==> src/rtl/core/cbr_pkg.sv <==
// Shared types and constants for the cell bitmap line rasterizer.
package cbr_pkg;

    localparam int X_W    = 9;
    localparam int Y_W    = 8;
    localparam int OFF_W  = 13;
    localparam int ERR_W  = 11;
    localparam int ADDR_W = 16;
    localparam int MASK_W = 8;

    localparam logic [MASK_W-1:0] MASK_LEFT  = 8'h80;
    localparam logic [MASK_W-1:0] MASK_RIGHT = 8'h01;

    localparam logic [OFF_W-1:0] CELL_STEP  = 13'd8;
    localparam logic [OFF_W-1:0] CELL_CROSS = 13'd313;
    localparam logic [OFF_W-1:0] ROW_STEP   = 13'd1;

    localparam logic [ADDR_W-1:0] BITMAP_BASE_RESET = 16'h2000;

    // Register index decoded from paddr[2]
    localparam logic REG_BITMAP_BASE = 1'b0;

    typedef enum logic [1:0] {
        CMD_DRAW  = 2'd0,
        CMD_STEP  = 2'd1,
        CMD_ERASE = 2'd2
    } cmd_e;

    typedef struct packed {
        logic [1:0]     command;
        logic [X_W-1:0] x_start;
        logic [Y_W-1:0] y_start;
        logic [X_W-1:0] x_end;
        logic [Y_W-1:0] y_end;
    } cbr_in_t;

    typedef struct packed {
        logic [ADDR_W-1:0] pixel_address;
        logic [MASK_W-1:0] pixel_mask;
        logic              last_pixel;
        logic              from_erase;
    } cbr_out_t;

    // Bresenham pen: position, direction, error and bitmap pointer
    typedef struct packed {
        logic [X_W-1:0]          cur_x;
        logic [Y_W-1:0]          cur_y;
        logic [X_W-1:0]          goal_x;
        logic [Y_W-1:0]          goal_y;
        logic [X_W-1:0]          abs_dx;
        logic [Y_W-1:0]          abs_dy;
        logic                    x_goes_left;
        logic                    y_goes_up;
        logic signed [ERR_W-1:0] error_term;
        logic [OFF_W-1:0]        byte_offset;
        logic [MASK_W-1:0]       bit_mask;
    } pen_t;

    // One dirty list entry
    typedef struct packed {
        logic [OFF_W-1:0]  offset;
        logic [MASK_W-1:0] mask;
    } entry_t;

endpackage

==> src/rtl/core/cbr_advance.sv <==
// One Bresenham step of the pen, with cell-layout pointer update.
module cbr_advance (
    input  cbr_pkg::pen_t pen_i,
    output cbr_pkg::pen_t pen_o,
    output logic          at_goal
);
    import cbr_pkg::*;

    logic signed [ERR_W+1:0] e2;
    logic signed [ERR_W+1:0] ndy;
    logic signed [ERR_W+1:0] pdx;
    logic signed [ERR_W+1:0] err_acc;
    logic                    move_x;
    logic                    move_y;
    logic [MASK_W-1:0]       mask_sh;
    logic [OFF_W-1:0]        off_x;
    logic [OFF_W-1:0]        y_delta;

    always_comb begin
        pen_o   = pen_i;
        e2      = {pen_i.error_term[ERR_W-1], pen_i.error_term, 1'b0};
        ndy     = -$signed({5'b0, pen_i.abs_dy});
        pdx     = $signed({4'b0, pen_i.abs_dx});
        move_x  = (e2 >= ndy);
        move_y  = (e2 <= pdx);
        err_acc = {{2{pen_i.error_term[ERR_W-1]}}, pen_i.error_term};
        off_x   = pen_i.byte_offset;
        mask_sh = pen_i.bit_mask;

        if (move_x) begin
            err_acc = err_acc + ndy;
            if (!pen_i.x_goes_left) begin
                mask_sh = pen_i.bit_mask >> 1;
                if (mask_sh == '0) begin
                    mask_sh = MASK_LEFT;
                    off_x   = pen_i.byte_offset + CELL_STEP;
                end
                pen_o.cur_x = pen_i.cur_x + X_W'(1);
            end else begin
                mask_sh = pen_i.bit_mask << 1;
                if (mask_sh == '0) begin
                    mask_sh = MASK_RIGHT;
                    off_x   = pen_i.byte_offset - CELL_STEP;
                end
                pen_o.cur_x = pen_i.cur_x - X_W'(1);
            end
        end

        pen_o.byte_offset = off_x;
        if (move_y) begin
            err_acc = err_acc + pdx;
            if (!pen_i.y_goes_up) begin
                y_delta           = (pen_i.cur_y[2:0] == 3'd7) ? CELL_CROSS : ROW_STEP;
                pen_o.byte_offset = off_x + y_delta;
                pen_o.cur_y       = pen_i.cur_y + Y_W'(1);
            end else begin
                y_delta           = (pen_i.cur_y[2:0] == 3'd0) ? CELL_CROSS : ROW_STEP;
                pen_o.byte_offset = off_x - y_delta;
                pen_o.cur_y       = pen_i.cur_y - Y_W'(1);
            end
        end else begin
            y_delta = ROW_STEP;
        end

        pen_o.error_term = err_acc[ERR_W-1:0];
        pen_o.bit_mask   = mask_sh;
        at_goal = (pen_o.cur_x == pen_i.goal_x) && (pen_o.cur_y == pen_i.goal_y);
    end

endmodule

==> config.mk <==
export PLATFORM = sky130hd
export DESIGN_NAME = cbr_advance
export DESIGN_NICKNAME = d
export VERILOG_FILES = /design/src/rtl/core/cbr_pkg.sv /design/src/rtl/core/cbr_advance.sv
export SDC_FILE = /design/constraint.sdc
export NUM_CORES = 1
export LEC_CHECK = 0
export BUFFER_PORTS_ARGS = -buffer_cell sky130_fd_sc_hd__buf_4
export CAP_MARGIN = 40
export CELL_PAD_IN_SITES_DETAIL_PLACEMENT = 0
export CELL_PAD_IN_SITES_GLOBAL_PLACEMENT = 1
export CORE_AREA = 5 5 123 125
export DETAILED_ROUTE_END_ITERATION = 8
export DIE_AREA = 0 0 128 130
export PLACE_DENSITY = 0.88
export SYNTH_ARGS = -nofsm -noshare
export SYNTH_HDL_FRONTEND = slang
export SYNTH_SLANG_ARGS = --single-unit
==> constraint.sdc <==
create_clock -name vclk -period 7.2
set_clock_uncertainty 0.15 [all_clocks]
set_input_delay 1.44 -clock vclk [all_inputs]
set_output_delay 1.44 -clock vclk [all_outputs]
set_load 0.1 [all_outputs]
==> qor.txt <==
Part of the power in registers - 0%
Avg Cell Area, Syn - 7.09 µm²
Max-slew violations - 0
Register area - 0 µm²
I/O Pins - 171
Setup-failing EPs final - 4
RSZ-0062 raised after global routing - yes
Seq/Total Area, Yosys - 0%
Maxcap violations - 0
Slowest CP cell - or3_4
Layout cells sized above 1 - 43.2%
Wire length of the first global-routing pass - 23000 µm
Switching share of power - 66.6%
Number of global-route vias before repair - 4744
Status - finished, violations left
Failing checks - negative setup slack
Hold Crit Class - primary input to primary output
Slowest stage delay, CP - 0.38 ns
Layout Utilization - 49.6%
Syn Std Cell Area - 4350 µm²
Pleak - 3.21 nW
Vias per std cell - 4.93
Starting Density - 31.6%
RePlAce Congestion - 0.838
Post-synthesis cell count - 613
Diode count - 0
Comb pwr share - 100.0%
Internal Power - 0.390 mW
Hold_ws - 3.07 ns
Nets in the synthesized netlist - 770
Seq_cells - 0
Pin count of the biggest net entering global routing - 34
Clkbuf count - 0
Detailed-route via count - 4937
Die Wd - 128 µm
Final #Nets - 981
GR Overflow Total - 0
Worst setup SP type - primary input
Routed Wire Length - 14500 µm
Worst Setup End Kind - primary output
Crit Path Class - primary input to primary output
CP dominant cell by count - nand2_1
Peak VDD IR - 0.127 mV
Clock power frac - 0%
Die area - 16600 µm²
Routed Antenna Nets - 0
Final worst slack - -0.277 ns
Cell Rows - 43
CORE AREA - 13800 µm²
Power, Total - 1.17 mW
Fin. Hold Viols - 0
Max-slew headroom - 47.4%
Initial antenna violation count - 0
Arr. time, crit path - 5.89 ns
Crit path time final - 7.48 ns
Max frequency - 0.134 GHz
Crit path max fanout - 6
Synth unique cells - 68
Layout area overhead - 57.1%
Port Buffers - 171
Synthesis warning total - 0
GRT Resource Usage Total - 16.2%
WL/cell - 14.5 µm
Residual DRC - 0
Die Ht - 130 µm
Post-route clock period utilization - 104%
CP Data Required Time - 5.61 ns
Iteration-0 DRC Markers - 191
Pwr per Cell Area - 171 nW/µm²
DR pass1 iterations - 4
Final HPWL DP - 12200 µm
P_sw - 0.777 mW
Worst-margin pin slew - 0.784 ns
## path summary, 6_finish.rpt
check	from	to	cells past startpoint
worst min-delay path	pen_i[53]	pen_o[53]	2
worst max-delay path	pen_i[37]	pen_o[31]	26
## layout make-up
class / count / area [µm²]
well taps: 180 / 225
repair buffers: 260 / 2090
inverters: 41 / 159
fillers: 1361 / 6950
multi-input cells: 521 / 4350
## cell usage in the layout (no fill, tap or decap), types with 5 or more instances in the layout
cell and count:
a21oi_4 7, o21bai_1 6, mux2i_1 8, or3_1 5, a21oi_1 39, xor2_1 27
buf_6 7, ha_1 60, a21oi_2 13, a21o_1 11, mux2_2 11, nand2_1 43
xnor2_1 33, o21ai_2 5, buf_4 243, nand4_1 6, o21ai_1 11, inv_1 36
nor2b_1 10, nor3_1 11, nand2b_1 7, o21ai_0 22, nand3_1 14, nor2_1 48
buf_12 8
## worst max-delay path: cells and delay by family
family | cells | cell delay [ns]
AO/OA/AOI/OAI | 9 | 1.71
AND/OR/NAND/NOR | 8 | 1.08
adder cells (fa/ha/maj) | 3 | 0.78
buffers and inverters | 4 | 0.52
XOR/XNOR | 2 | 0.35
## synthesized netlist by cell type (4+ instances only)
cell      number  area [µm²]
o21bai_1       6        45.0
nand2_1       46         173
o21ai_0       36         180
buf_4         36         270
o21a_1         6        45.0
buf_2          4        20.0
a211oi_1       6        45.0
a21o_1        11        82.6
o211ai_1       4        30.0
nand3_1       15        75.1
nand4_1        6        37.5
or3_1          7        43.8
xor2_1        31         272
nor2_1        51         191
ha_1          67         838
clkbuf_1       9        33.8
mux2i_1        8        80.1
xnor2_1       41         359
a21oi_1       59         295
a31oi_1        4        25.0
nor4_1         4        25.0
inv_1         41         154
nor2b_1       10        62.6
mux2_2        12         135
fa_1           5         100
nand2b_1       7        43.8
nor3_1        13        65.1
## power groups by stage
stage	Sequential [mW]	Combinational (mW)	Clock (mW)
6_report	0	1.17	0
5_1_grt	0	1.24	0
4_1_cts	0	1.15	0
3_5_place_dp	0	1.10	0
3_3_place_gp	0	1.09	0
2_1_floorplan	0	0.828	0
## per-stage QoR
step	instances	setup WS (ns)	area, µm²	setup TNS, ns
3_3_place_gp	992	-0.610	6400	-3.33
5_1_grt	1002	-0.537	6830	-2.75
6_report	1002	-0.277	6830	-0.708
4_1_cts	1000	-0.347	6720	-0.796
2_1_floorplan	613	-0.465	4640	-1.36
3_5_place_dp	992	-0.688	6400	-4.27
## cells by family (layout without fill, tap and decap cells)
| logic type | after synthesis | count (layout) | synth area share (%) |
|---|---|---|---|
| AND/OR/NAND/NOR | 189 | 189 | 23.2 |
| AO/OA/AOI/OAI | 166 | 166 | 24.1 |
| buffers and inverters | 92 | 301 | 11.2 |
| adder cells (fa/ha/maj) | 74 | 74 | 22.1 |
| XOR/XNOR | 72 | 72 | 14.5 |
| multiplexers | 20 | 20 | 4.95 |
## layer usage
| layer | up-vias | wire length, µm | GRT usage [%] |
|---|---|---|---|
| met5 | - | 0 | 0 |
| met4 | 0 | 101 | 1.12 |
| met3 | 8 | 660 | 1.51 |
| met2 | 109 | 7350 | 29.1 |
| met1 | 2225 | 6410 | 22.0 |
| li1 | 2595 | - | - |
## repair_timing
item                                    CTS  global route
hold buffers                              0             0
buffers inserted                          9             2
resized for setup                        57            21
pin swaps                                28             5
endpoints found under the setup margin   13            13
Power figures use the tool's default switching activity.
